<file path="config.mk">
export PLATFORM = sky130hd
export DESIGN_NAME = voxel_ray_stepper_3d_top
export DESIGN_NICKNAME = d
export VERILOG_FILES = /design/src/sv/vrs_pkg.sv /design/src/sv/vrs_pick.sv /design/src/sv/vrs_intake.sv /design/src/sv/vrs_core.sv /design/src/sv/voxel_ray_stepper_3d_top.sv
export SDC_FILE = /design/constraint.sdc
export NUM_CORES = 2
export LEC_CHECK = 0
export ABC_AREA = 1
export BUFFER_PORTS_ARGS = -buffer_cell sky130_fd_sc_hd__buf_2
export CAP_MARGIN = 20
export CORE_MARGIN = 2
export CORE_UTILIZATION = 34
export DETAILED_ROUTE_END_ITERATION = 8
export PLACE_DENSITY = 0.57
export SLEW_MARGIN = 20
export SYNTH_ARGS = -nofsm -noshare
export SYNTH_HDL_FRONTEND = slang
export SYNTH_SLANG_ARGS = --single-unit
</file>
<file path="constraint.sdc">
create_clock -name clock -period 12.2 [get_ports clock]
set_input_delay 3.66 -clock clock [delete_from_list [all_inputs] [get_ports clock]]
set_output_delay 3.66 -clock clock [all_outputs]
set_load 0.005 [all_outputs]
</file>
<file path="src/sv/vrs_pkg.sv">
// Shared types and constants of the 3D voxel ray stepper.
package vrs_pkg;

   localparam int COORD_BITS_DEFAULT = 16;
   localparam int OUT_BITS           = 16;

   typedef enum logic {
      ACTION_START   = 1'b0,
      ACTION_ADVANCE = 1'b1
   } action_type;

   typedef enum logic [1:0] {
      STATUS_VOXEL  = 2'd0,
      STATUS_EMPTY  = 2'd1,
      STATUS_NO_RAY = 2'd2
   } status_type;

   typedef struct packed {
      logic [OUT_BITS-1:0] voxel_z;
      logic [OUT_BITS-1:0] voxel_y;
      logic [OUT_BITS-1:0] voxel_x;
      logic                reached_end;
      status_type          status;
   } result_type;

endpackage

</file>
<file path="src/sv/vrs_pick.sv">
// Three-way minimum selector: flags every enabled axis whose key is the smallest.
module vrs_pick #(
   parameter int W = 16
) (
   input  logic [2:0][W-1:0] key,
   input  logic [2:0]        en,
   output logic [2:0]        sel
);

   always_comb begin
      for (int i = 0; i < 3; i++) begin
         sel[i] = en[i];
         for (int j = 0; j < 3; j++) begin
            if (j != i && en[j] && (key[i] > key[j])) begin
               sel[i] = 1'b0;
            end
         end
      end
   end

endmodule

</file>
<file path="src/sv/vrs_intake.sv">
// Input register of the ray stepper: captures a transaction and its per-axis deltas.
module vrs_intake #(
   parameter int COORD_BITS = vrs_pkg::COORD_BITS_DEFAULT
) (
   input  logic                              clock,
   input  logic                              reset,
   input  logic                              req_valid,
   output logic                              req_ready,
   input  vrs_pkg::action_type               req_action,
   input  logic [2:0][vrs_pkg::OUT_BITS-1:0] req_start,
   input  logic [2:0][vrs_pkg::OUT_BITS-1:0] req_end,
   input  logic                              take,
   output logic                              s_valid,
   output vrs_pkg::action_type               s_action,
   output logic [2:0][COORD_BITS-1:0]        s_start,
   output logic [2:0][COORD_BITS-1:0]        s_end,
   output logic [2:0]                        s_neg,
   output logic [2:0][COORD_BITS-1:0]        s_delta
);

   localparam int CB = COORD_BITS;

   logic                        valid_ff, valid_in;
   vrs_pkg::action_type         action_ff;
   logic [2:0][CB-1:0]          start_ff, end_ff, delta_ff;
   logic [2:0][CB-1:0]          start_in, end_in, delta_in;
   logic [2:0]                  neg_ff, neg_in;
   logic [2:0][CB:0]            s_ext, e_ext;
   logic                        accept;

   assign req_ready = !valid_ff || take;
   assign accept    = req_valid && req_ready;

   // Coordinates are the low COORD_BITS of the field, as two's complement.
   always_comb begin
      for (int i = 0; i < 3; i++) begin
         start_in[i] = CB'({{CB{1'b0}}, req_start[i]});
         end_in[i]   = CB'({{CB{1'b0}}, req_end[i]});
         s_ext[i]    = {start_in[i][CB-1], start_in[i]};
         e_ext[i]    = {end_in[i][CB-1], end_in[i]};
         neg_in[i]   = $signed(s_ext[i]) > $signed(e_ext[i]);
         delta_in[i] = neg_in[i] ? CB'(s_ext[i] - e_ext[i]) : CB'(e_ext[i] - s_ext[i]);
      end
      valid_in = accept ? 1'b1 : (take ? 1'b0 : valid_ff);
   end

   always_ff @(posedge clock) begin
      if (reset) begin
         valid_ff <= 1'b0;
      end else begin
         valid_ff <= valid_in;
      end
   end

   always_ff @(posedge clock) begin
      if (accept) begin
         action_ff <= req_action;
         start_ff  <= start_in;
         end_ff    <= end_in;
         neg_ff    <= neg_in;
         delta_ff  <= delta_in;
      end
   end

   assign s_valid  = valid_ff;
   assign s_action = action_ff;
   assign s_start  = start_ff;
   assign s_end    = end_ff;
   assign s_neg    = neg_ff;
   assign s_delta  = delta_ff;

endmodule

</file>
<file path="src/sv/vrs_core.sv">
// Ray state, crossing accumulators, voxel step and result register.
module vrs_core #(
   parameter int COORD_BITS = vrs_pkg::COORD_BITS_DEFAULT
) (
   input  logic                       clock,
   input  logic                       reset,
   input  logic                       take,
   output logic                       ready,
   input  vrs_pkg::action_type        s_action,
   input  logic [2:0][COORD_BITS-1:0] s_start,
   input  logic [2:0][COORD_BITS-1:0] s_end,
   input  logic [2:0]                 s_neg,
   input  logic [2:0][COORD_BITS-1:0] s_delta,
   output logic                       rsp_valid,
   input  logic                       rsp_ready,
   output vrs_pkg::result_type        rsp_result
);

   localparam int CB  = COORD_BITS;
   localparam int PW  = 2*COORD_BITS;
   localparam int IW  = 2*COORD_BITS + 1;
   localparam int NCW = 3*COORD_BITS + 2;
   localparam int OB  = vrs_pkg::OUT_BITS;

   logic [2:0][CB-1:0]  cur_ff, cur_in, end_ff, end_in;
   logic [2:0]          neg_ff, neg_in, moves_ff, moves_in;
   logic [2:0][NCW-1:0] nc_ff, nc_in;
   logic [2:0][IW-1:0]  inc_ff, inc_in;
   logic                active_ff, active_in;
   logic                rsp_valid_ff, rsp_valid_in;
   vrs_pkg::result_type rsp_ff, rsp_in;

   logic [2:0][CB-1:0]  factor, inv_delta, base, stepped;
   logic [2:0][PW-1:0]  prod;
   logic [2:0]          start_moves, pick_start, pick_walk, step;
   logic                is_start, done;

   assign ready    = !rsp_valid_ff || rsp_ready;
   assign is_start = (s_action == vrs_pkg::ACTION_START);

   // Product of the other axes' nonzero deltas for each axis.
   always_comb begin
      for (int i = 0; i < 3; i++) begin
         factor[i]      = (s_delta[i] == '0) ? CB'(1) : s_delta[i];
         inv_delta[i]   = ~s_delta[i];
         start_moves[i] = (s_delta[i] != '0);
      end
      prod[0] = PW'(factor[1]) * PW'(factor[2]);
      prod[1] = PW'(factor[0]) * PW'(factor[2]);
      prod[2] = PW'(factor[0]) * PW'(factor[1]);
   end

   // First crossing is the smallest product, i.e. the largest delta.
   vrs_pick #(.W(CB)) u_pick_start (
      .key (inv_delta),
      .en  (start_moves),
      .sel (pick_start)
   );

   vrs_pick #(.W(NCW)) u_pick_walk (
      .key (nc_ff),
      .en  (moves_ff),
      .sel (pick_walk)
   );

   always_comb begin
      cur_in    = cur_ff;
      end_in    = end_ff;
      neg_in    = neg_ff;
      moves_in  = moves_ff;
      nc_in     = nc_ff;
      inc_in    = inc_ff;
      active_in = active_ff;
      rsp_in    = rsp_ff;

      step = is_start ? pick_start : pick_walk;
      for (int i = 0; i < 3; i++) begin
         base[i]    = is_start ? s_start[i] : cur_ff[i];
         stepped[i] = step[i] ? ((is_start ? s_neg[i] : neg_ff[i]) ? base[i] - CB'(1)
                                                                    : base[i] + CB'(1))
                              : base[i];
      end
      done = is_start ? (stepped == s_end) : (stepped == end_ff);

      if (take) begin
         if (is_start) begin
            end_in   = s_end;
            neg_in   = s_neg;
            moves_in = start_moves;
            for (int i = 0; i < 3; i++) begin
               if (start_moves[i]) begin
                  inc_in[i] = {prod[i], 1'b0};
                  nc_in[i]  = step[i] ? NCW'(prod[i]) + NCW'({prod[i], 1'b0})
                                      : NCW'(prod[i]);
               end else begin
                  inc_in[i] = '0;
                  nc_in[i]  = '0;
               end
            end
            if (start_moves == 3'b000) begin
               cur_in    = s_start;
               active_in = 1'b0;
               rsp_in.reached_end = 1'b0;
               rsp_in.status      = vrs_pkg::STATUS_EMPTY;
            end else begin
               cur_in    = stepped;
               active_in = !done;
               rsp_in.reached_end = done;
               rsp_in.status      = vrs_pkg::STATUS_VOXEL;
            end
            rsp_in.voxel_x = OB'({{OB{1'b0}}, cur_in[0]});
            rsp_in.voxel_y = OB'({{OB{1'b0}}, cur_in[1]});
            rsp_in.voxel_z = OB'({{OB{1'b0}}, cur_in[2]});
         end else if (!active_ff) begin
            rsp_in.voxel_x     = '0;
            rsp_in.voxel_y     = '0;
            rsp_in.voxel_z     = '0;
            rsp_in.reached_end = 1'b0;
            rsp_in.status      = vrs_pkg::STATUS_NO_RAY;
         end else begin
            cur_in = stepped;
            for (int i = 0; i < 3; i++) begin
               if (step[i]) begin
                  nc_in[i] = nc_ff[i] + NCW'(inc_ff[i]);
               end
            end
            active_in          = !done;
            rsp_in.voxel_x     = OB'({{OB{1'b0}}, stepped[0]});
            rsp_in.voxel_y     = OB'({{OB{1'b0}}, stepped[1]});
            rsp_in.voxel_z     = OB'({{OB{1'b0}}, stepped[2]});
            rsp_in.reached_end = done;
            rsp_in.status      = vrs_pkg::STATUS_VOXEL;
         end
      end

      rsp_valid_in = take ? 1'b1 : (rsp_ready ? 1'b0 : rsp_valid_ff);
   end

   always_ff @(posedge clock) begin
      if (reset) begin
         active_ff    <= 1'b0;
         moves_ff     <= '0;
         rsp_valid_ff <= 1'b0;
      end else begin
         active_ff    <= active_in;
         moves_ff     <= moves_in;
         rsp_valid_ff <= rsp_valid_in;
      end
   end

   always_ff @(posedge clock) begin
      cur_ff <= cur_in;
      end_ff <= end_in;
      neg_ff <= neg_in;
      nc_ff  <= nc_in;
      inc_ff <= inc_in;
      rsp_ff <= rsp_in;
   end

   assign rsp_valid  = rsp_valid_ff;
   assign rsp_result = rsp_ff;

endmodule

</file>
<file path="src/sv/voxel_ray_stepper_3d_top.sv">
// Top level of the 3D voxel ray stepper: stream ports, input register and stepping core.
//
// Walks the integer voxels on a 3D line. A start transaction (req_tuser = 0) loads a ray
// from the start to the end point and answers with the first voxel stepped to; every
// advance transaction (req_tuser = 1) answers with the next voxel. Per axis the next
// boundary crossing is kept as an exact integer, (2k+1) times the product of the other
// axes' nonzero deltas; the axis with the smallest crossing steps, and on a tie all tied
// axes step together. rsp_tlast marks the end voxel, after which the ray is finished.
// rsp_tuser gives the status: 0 voxel valid, 1 empty ray (start equals end; voxel is the
// start point), 2 no active ray (voxel zero). A start always drops any ray in progress;
// to stop early, simply stop advancing. Every request gives exactly one response.
// Throughput is one transaction per clock while responses are taken. A request sits
// in the input register until the core takes it, then moves into the result register,
// from which its response is offered. The rate is set by the per-voxel loop of crossing
// compare, accumulate and end check on the ray state registers. While a response waits
// to be taken the input register still accepts one more request; after that req_tready
// stays low until the waiting response goes.
module voxel_ray_stepper_3d_top #(
   parameter int COORD_BITS = vrs_pkg::COORD_BITS_DEFAULT
) (
   input  logic        clock,
   input  logic        reset,
   input  logic        req_tvalid,
   output logic        req_tready,
   input  logic [95:0] req_tdata,  // start_x, start_y, start_z, end_x, end_y, end_z
   input  logic        req_tuser,  // action
   output logic        rsp_tvalid,
   input  logic        rsp_tready,
   output logic [47:0] rsp_tdata,  // voxel_x, voxel_y, voxel_z
   output logic        rsp_tlast,  // reached_end
   output logic [1:0]  rsp_tuser   // status
);

   localparam int OB = vrs_pkg::OUT_BITS;

   logic [2:0][OB-1:0]         req_start, req_end;
   logic [2:0][COORD_BITS-1:0] s_start, s_end, s_delta;
   logic [2:0]                 s_neg;
   logic                       s_valid, core_ready, take;
   vrs_pkg::action_type        s_action;
   vrs_pkg::result_type        result;

   // Unpack the request transaction into per-axis coordinates.
   assign req_start = req_tdata[3*OB-1:0];
   assign req_end   = req_tdata[6*OB-1:3*OB];

   // Advance the input register into the core whenever the response slot is free.
   assign take = s_valid && core_ready;

   vrs_intake #(.COORD_BITS(COORD_BITS)) u_intake (
      .clock      (clock),
      .reset      (reset),
      .req_valid  (req_tvalid),
      .req_ready  (req_tready),
      .req_action (vrs_pkg::action_type'(req_tuser)),
      .req_start  (req_start),
      .req_end    (req_end),
      .take       (take),
      .s_valid    (s_valid),
      .s_action   (s_action),
      .s_start    (s_start),
      .s_end      (s_end),
      .s_neg      (s_neg),
      .s_delta    (s_delta)
   );

   vrs_core #(.COORD_BITS(COORD_BITS)) u_core (
      .clock      (clock),
      .reset      (reset),
      .take       (take),
      .ready      (core_ready),
      .s_action   (s_action),
      .s_start    (s_start),
      .s_end      (s_end),
      .s_neg      (s_neg),
      .s_delta    (s_delta),
      .rsp_valid  (rsp_tvalid),
      .rsp_ready  (rsp_tready),
      .rsp_result (result)
   );

   // Pack the response transaction.
   assign rsp_tdata = {result.voxel_z, result.voxel_y, result.voxel_x};
   assign rsp_tlast = result.reached_end;
   assign rsp_tuser = result.status;

endmodule

</file>
Word level (Yosys, flattened, before mapping)
Cells that the tools add are included.
{"block": "classes", "multipliers": 3, "n_eq_ne": 6, "n_bitwise": 4, "n_lt_le_gt_ge": 15, "add_sub_neg": 18, "muxes": 56, "n_div": 0, "n_shift": 0, "reduce_logical": 33}
{"operator": "$mux 50", "count": 9}
{"operator": "$gt 50x50->1", "count": 6}
{"operator": "$mux 150", "count": 2}
{"operator": "$mux 16", "count": 15}
{"operator": "$add 50x33->50", "count": 3}
{"operator": "$gt 16x16->1", "count": 9}
{"operator": "$mux 48", "count": 3}
{"operator": "$add 32x33->34", "count": 3}
{"operator": "$mux 51", "count": 2}
{"operator": "$eq 48x48->1", "count": 2}
{"operator": "$mul 16x16->32", "count": 3}
{"operator": "$sub 16x16->16", "count": 6}
{"operator": "$add 16x1->16 const B", "count": 3}
{"operator": "$logic_not 16->1", "count": 3}
{"operator": "$not 16->16", "count": 3}
{"operator": "$reduce_bool 16->1", "count": 3}
{"operator": "$sub 16x1->16 const B", "count": 3}
{"operator": "$mux 1", "count": 23}
{"operator": "$logic_and 1x1->1", "count": 14}
{"operator": "$reduce_and 3->1", "count": 3}
{"operator": "$ne 2x1->1 const B", "count": 4}
{"operator": "$mux 3", "count": 2}
{"operator": "$reduce_and 2->1", "count": 2}
{"operator": "$reduce_bool 2->1", "count": 2}
{"operator": "other kinds (4)", "count": 7}
{"block": "word_totals", "latchBits": 0, "word_cells": 171, "input_bits": 101, "regBits": 553, "rom_bits": 0, "memories": 0, "out_inout_bits": 53, "ram_bits": 0}

Depth between registers and ports, before layout
{"block": "depth", "ltp_word": 12, "depth_mapped": 48, "ltp_nobuf": 46}

Hierarchy
A second synthesis with hierarchy kept.
{"block": "hier_totals", "hier_cells": 10487, "hier_area_um2": 76383.3}
{"module": "vrs_core", "area_per_inst_um2": 59683.5, "seq_area_each_um2": 11991.5, "n_inst": 1, "cells_each": 8137}
{"module": "vrs_intake", "area_per_inst_um2": 11305.8, "seq_area_each_um2": 4464.3, "n_inst": 1, "cells_each": 1451}
{"module": "vrs_pick at u_core.u_pick_walk", "area_per_inst_um2": 4017.6, "seq_area_each_um2": 0.0, "n_inst": 1, "cells_each": 664}
{"module": "vrs_pick at u_core.u_pick_start", "area_per_inst_um2": 1368.8, "seq_area_each_um2": 0.0, "n_inst": 1, "cells_each": 233}
{"module": "voxel_ray_stepper_3d_top", "area_per_inst_um2": 7.5, "seq_area_each_um2": 0.0, "n_inst": 1, "cells_each": 2}

Least setup slack after synthesis
No wires, ideal clock.
{"block": "synth_timing", "path_type": "input to register", "start": "input port rsp_tready", "end": "register u_core.moves_ff[0]", "setup_slack_ps": 743, "n_path_buf": 0, "setup_time_ps": 123, "stages": 7, "arrival_time_ps": 11335, "cell_sequence": "inv_1 nand2_1 nand2_1 nor2_1 inv_1 o21ai_0 inv_1"}
{"block": "synth_via", "elab_chain_cells": 3}
{"item": "start: declaration", "line_no": "voxel_ray_stepper_3d_top.sv:28", "rtl": "input logic rsp_tready,"}
{"item": "$logic_or 1x1->1", "line_no": "vrs_core.sv:38", "rtl": "assign ready = !rsp_valid_ff || rsp_ready;"}
{"item": "$logic_and 1x1->1", "line_no": "voxel_ray_stepper_3d_top.sv:48", "rtl": "assign take = s_valid && core_ready;"}
{"item": "$reduce_and 2->1 (no line)"}
{"item": "end signal: assignment", "line_no": "vrs_core.sv:146", "rtl": "moves_ff <= moves_in;"}
{"item": "end: declaration", "line_no": "vrs_core.sv:26", "rtl": "logic [2:0] neg_ff, neg_in, moves_ff, moves_in;"}
Every way passes these cells.
A chain may end at the register's enable or synchronous reset.

Final worst setup path
{"block": "layout_timing", "start": "register u_intake.delta_ff, in the netlist u_intake.s_delta[19]", "end": "register u_core.nc_ff[31] (netlist bit) (data pin)"}
{"block": "layout_via", "elab_chain_cells": 9, "word_cells_on_any_way": 14}
{"item": "start: declaration", "line_no": "vrs_intake.sv:25", "rtl": "logic [2:0][CB-1:0] start_ff, end_ff, delta_ff;"}
{"item": "start signal: assignment", "line_no": "vrs_intake.sv:61", "rtl": "delta_ff <= delta_in;"}
{"item": "branches (longest 6 deep; another with $add 32x33->34)"}
{"item": "$mux 50 *", "line_no": "vrs_core.sv:93", "rtl": "nc_in[i] = step[i] ? NCW'(prod[i]) + NCW'({prod[i], 1'b0})"}
{"item": "$mux 50 *", "line_no": "vrs_core.sv:91", "rtl": "if (start_moves[i]) begin"}
{"item": "$mux 150 *", "line_no": "vrs_core.sv:86", "rtl": "if (is_start) begin"}
{"item": "end signal: assignment", "line_no": "vrs_core.sv:155", "rtl": "nc_ff <= nc_in;"}
{"item": "end: declaration", "line_no": "vrs_core.sv:27", "rtl": "logic [2:0][NCW-1:0] nc_ff, nc_in;"}
Every way passes the cells marked *.

==> impl_summary.md <==
Clocking
The clock reaches the later pin of the worst-skew pair after 0.72 ns. The library cell used as clock root buffer is sky130_fd_sc_hd__clkbuf_16. TritonCTS built the clock tree. The number of resized instances in the post-cts repair step is 0. The H-tree generated during clock tree synthesis spans 3 levels. After clock tree synthesis, the flow added hold-fix buffers numbering 0. The number of sinks driven by the clock tree is 550.

The number of CTS-inserted buffers is 70. The register clock-pin slew on the reported worst setup and hold paths is 0.06 ns. No sink is reached through more buffers than the 3 on the longest clock path. After clock tree synthesis, the setup repair step added 0 buffers.

Drt
The number of routed nets with antenna violations is 0. The first routing iteration left 4,907 violations. Summed over all layers, the routed wires come to 228,000 um. The first detailed-routing pass took 6 iterations. The routed layout has 59,500 vias. In the routed design, unresolved DRC markers number 0. Dividing the detail-routed via count by the number of cells gives 5.03. The detailed-route wire length per cell is 19.3 um.

Finish
At the end of the flow, the number of nets in the layout was 10,600. Relative to the synthesized area, the layout overhead comes to 8.66%. The area used by multi-input combinational logic is 0.0459 mm^2.

For this run, the number of standard cells in the final layout without fillers is 11,800. Fill cells in the final layout number 21,200. Cells with a size suffix above 1 make up 5.32% of the layout.

The flip-flop and latch area is 0.0165 mm^2.

Critical path
The worst register-to-register path has a depth of 40. The critical path class is register to register. In this run the worst path has a maximum fanout of 34.

The most frequent cell on the critical path is sky130_fd_sc_hd__nand2_1. The peak per-stage delay on the critical path is 0.54 ns. Among all stages on the critical path, the largest delay is contributed by sky130_fd_sc_hd__fa_1.

Data on the critical path is required at its endpoint by 12.64 ns. The kind of start point of the critical path is a register. The data arrival time of the critical path is 10.11 ns.

The nature of the critical path endpoint is a register.

Logic synthesis
The synthesized-area fraction occupied by and/or/nand/nor cells is 18.0%. Summing the areas of all fa, ha and maj instances in the mapped netlist gives 31.8% of the synthesized area. The netlist area before placement is 0.0706 mm^2. During synthesis, Yosys emitted a total of 0 warnings. The async set-or-reset flop fraction in the synthesized netlist is 0%.

Yosys mapped a number of flops with a built-in enable equal to 544. By area, the combinational part of the netlist is dominated by adder cells. The share of the Yosys chip area taken by registers is 23.3%. Among all flip-flop cells after synthesis, the most frequent one is sky130_fd_sc_hd__edfxtp_1. The post-synthesis net count is 10,500. The xor/xnor share of the synthesized area is 3.26%. The synthesized instance count is 8,999.

After synthesis the netlist holds a flip-flop and latch count of 550. Summing the areas of all compound-gate instances in the mapped netlist gives 11.3% of the synthesized area. In this run the mean area of a mapped cell was 7.84 um^2. Multiplexer cells account for 0.567% of the synthesized area. Yosys mapped the design onto 69 distinct sky130hd cell types.

Hold path
The number of cells traversed by the worst hold path is 0. The min-delay analysis places its worst path in the category register to register.

Global routing
The via count of the first global-routing pass is 59,100. The number of antenna violations at the first check in global routing is 17. The wire length of the first global-routing pass is 350,000 um.

The remaining global-route overflow is 0. The overall global routing resource usage is 21.4%. The maximum number of pins on one net before global-route repair is 70.

Die
For this configuration, the core starts out at a cell density of 34.1%. The die boundary width is 460 um. The floorplan die area is 0.211 mm^2.

In this run the standard cell core region covers 0.207 mm^2. The I/O pin count is 154. The overall die height is 460 um. In this run the core area contains 167 standard-cell rows.

STA
The count of final hold-check violations was 0. The count of pins over their slew limit came to 0. The worst slack on hold paths is 0.444 ns. The headroom to the max-slew limit is 33.9%. Timing would allow up to 0.104 GHz.

The clock period could shrink to 9.66 ns. Setup repair after global routing left no endpoint under its margin. Summed over all failing endpoints, the final setup total negative slack is 0 ns. Dividing the final minimum period by the clock period gives 79.2%. The clock arrives with 0.0547 ns of skew. Setup violations remaining at the end of the flow were counted as 0. For the pin with the worst max-slew slack, the measured transition is 0.991 ns.

Run
The number of max-cap violations is 0.

Place
The detailed-placement wirelength estimate is 180,000 um. Including well taps, the total number of placed cells is 11,700. The count of buffers inserted at the top-level ports is 153. The routability congestion estimate from global placement is 0.932.

Outcome
The run finished with clean final reports.
[cells in the final DEF (no fill, tap or decap), drive strengths merged, types with 5 or more instances in the layout]
cell type  synthesis  layout
fa               597     597
o2111ai            8       8
a21boi            21      21
nand3            257     257
clkbuf           208      86
o21bai            26      26
nor3              63      63
o21ai            442     442
dfxtp              6       6
a31oi             44      44
diode              0       8
inv             1921    1931
mux2i             40      40
a21oi            685     685
a32o              29      29
o211ai            20      20
bufinv             0       5
o22ai             11      11
nor4              21      21
a221oi             7       7
ha               837     837
nand2           1998    1998
buf               51     233
a211oi             5       5
clkinvlp           0       5
xnor2            109     109
a21o              39      39
xor2             153     153
o221ai            23      23
and2               5       5
nor2             593     593
nand4             43      43
o21a              46      46
nand3b            32      32
clkinv             4      26
edfxtp           544     544
or2               81      81
o31ai              7       7
[layout make-up]
class / instances / share of cell area, %
tap: 2704 / 4.41
clock inverter: 42 / 0.630
multi-input combinational: 6265 / 59.8
sequential: 550 / 21.5
timing repair buffer: 233 / 1.78
clock buffer: 86 / 2.40
inverter: 1925 / 9.44
antenna: 8 / 0.0261
[cells in the mapped netlist (23+ instances only)]
library cell	count	share of area, %
sky130_fd_sc_hd__mux2i_1	40	0.57
sky130_fd_sc_hd__buf_2	35	0.25
sky130_fd_sc_hd__nor3_1	62	0.44
sky130_fd_sc_hd__o21a_1	46	0.49
sky130_fd_sc_hd__inv_1	1897	10
sky130_fd_sc_hd__o221ai_1	23	0.29
sky130_fd_sc_hd__nand3_1	257	1.8
sky130_fd_sc_hd__o21bai_1	25	0.27
sky130_fd_sc_hd__xor2_1	153	1.9
sky130_fd_sc_hd__xnor2_1	108	1.3
sky130_fd_sc_hd__edfxtp_1	544	23
sky130_fd_sc_hd__fa_1	597	17
sky130_fd_sc_hd__nand4_1	43	0.38
sky130_fd_sc_hd__a31oi_1	44	0.39
sky130_fd_sc_hd__nand3b_1	32	0.34
sky130_fd_sc_hd__a21o_1	39	0.41
sky130_fd_sc_hd__clkbuf_1	208	1.1
sky130_fd_sc_hd__nand2_1	1987	11
sky130_fd_sc_hd__a21oi_1	681	4.8
sky130_fd_sc_hd__ha_1	837	15
sky130_fd_sc_hd__or2_2	80	0.71
sky130_fd_sc_hd__o21ai_1	35	0.25
sky130_fd_sc_hd__nor2_1	588	3.1
sky130_fd_sc_hd__o21ai_0	405	2.9
sky130_fd_sc_hd__a32o_1	29	0.41
[worst paths after layout]
check | startpoint | end | slack [ns]
worst max-delay path | u_intake.s_delta[19] | u_core.nc_ff[31] | 2.54
worst min-delay path | u_intake.s_end[34] | u_core.end_ff[34] | 0.44
worst min register to register | u_intake.s_end[34] | u_core.end_ff[34] | 0.44
worst max register to register | u_intake.s_delta[19] | u_core.nc_ff[31] | 2.54
[cell families after synthesis]
group	Yosys count
muxes	40
xor gates and xnor gates	262
and+or+nand+nor	3103
adders and majority gates	1434
buffers and inverters	2184
DFF	550
AOI/OAI and AO/OA	1426
[flip-flops by register name (all words and copies together), names as in the netlist]
signal / flops
u_core.inc_ff: 96
u_intake.s_valid: 1
u_intake.s_end: 48
u_core.nc_ff: 150
u_core.neg_ff: 3
u_core.rsp_valid: 1
u_core.moves_ff: 3
u_intake.s_action: 1
u_intake.s_start: 48
u_core.rsp_result: 51
u_core.end_ff: 48
u_intake.s_neg: 3
u_core.active_ff: 1
u_intake.s_delta: 48
u_core.cur_ff: 48
[per-layer routing]
layer | wire [um] | GRT usage, % | vias to the layer above
li1 | - | - | 28800
met1 | 105000 | 29.8 | 28600
met2 | 100000 | 33.9 | 1772
met3 | 14100 | 2.94 | 309
met4 | 8770 | 7.57 | 14
met5 | 81 | 0 | -
[stage by stage]
step,worst slack (ns),utilization [%],cell area (um^2)
after global placement,2.73,36.0,74300
final,2.54,37.1,76700
after global routing,1.88,37.1,76600
after floorplan,0.743,-,70600
after CTS,2.55,37.1,76600
after detailed placement,2.58,36.0,74300
[worst max-delay path, delay by kind of cell (launching register included)]
kind	cells	cell delay (ns)
XOR/XNOR	1	0.46
AND/OR/NAND/NOR	16	1.77
flip-flops	1	0.38
adder cells (fa/ha/maj)	8	3.65
AO/OA/AOI/OAI	5	0.94
buffers and inverters	10	2.15
Power is not shown: default switching activity piles up to over one toggle a cycle in this logic, so the estimate is an artifact.
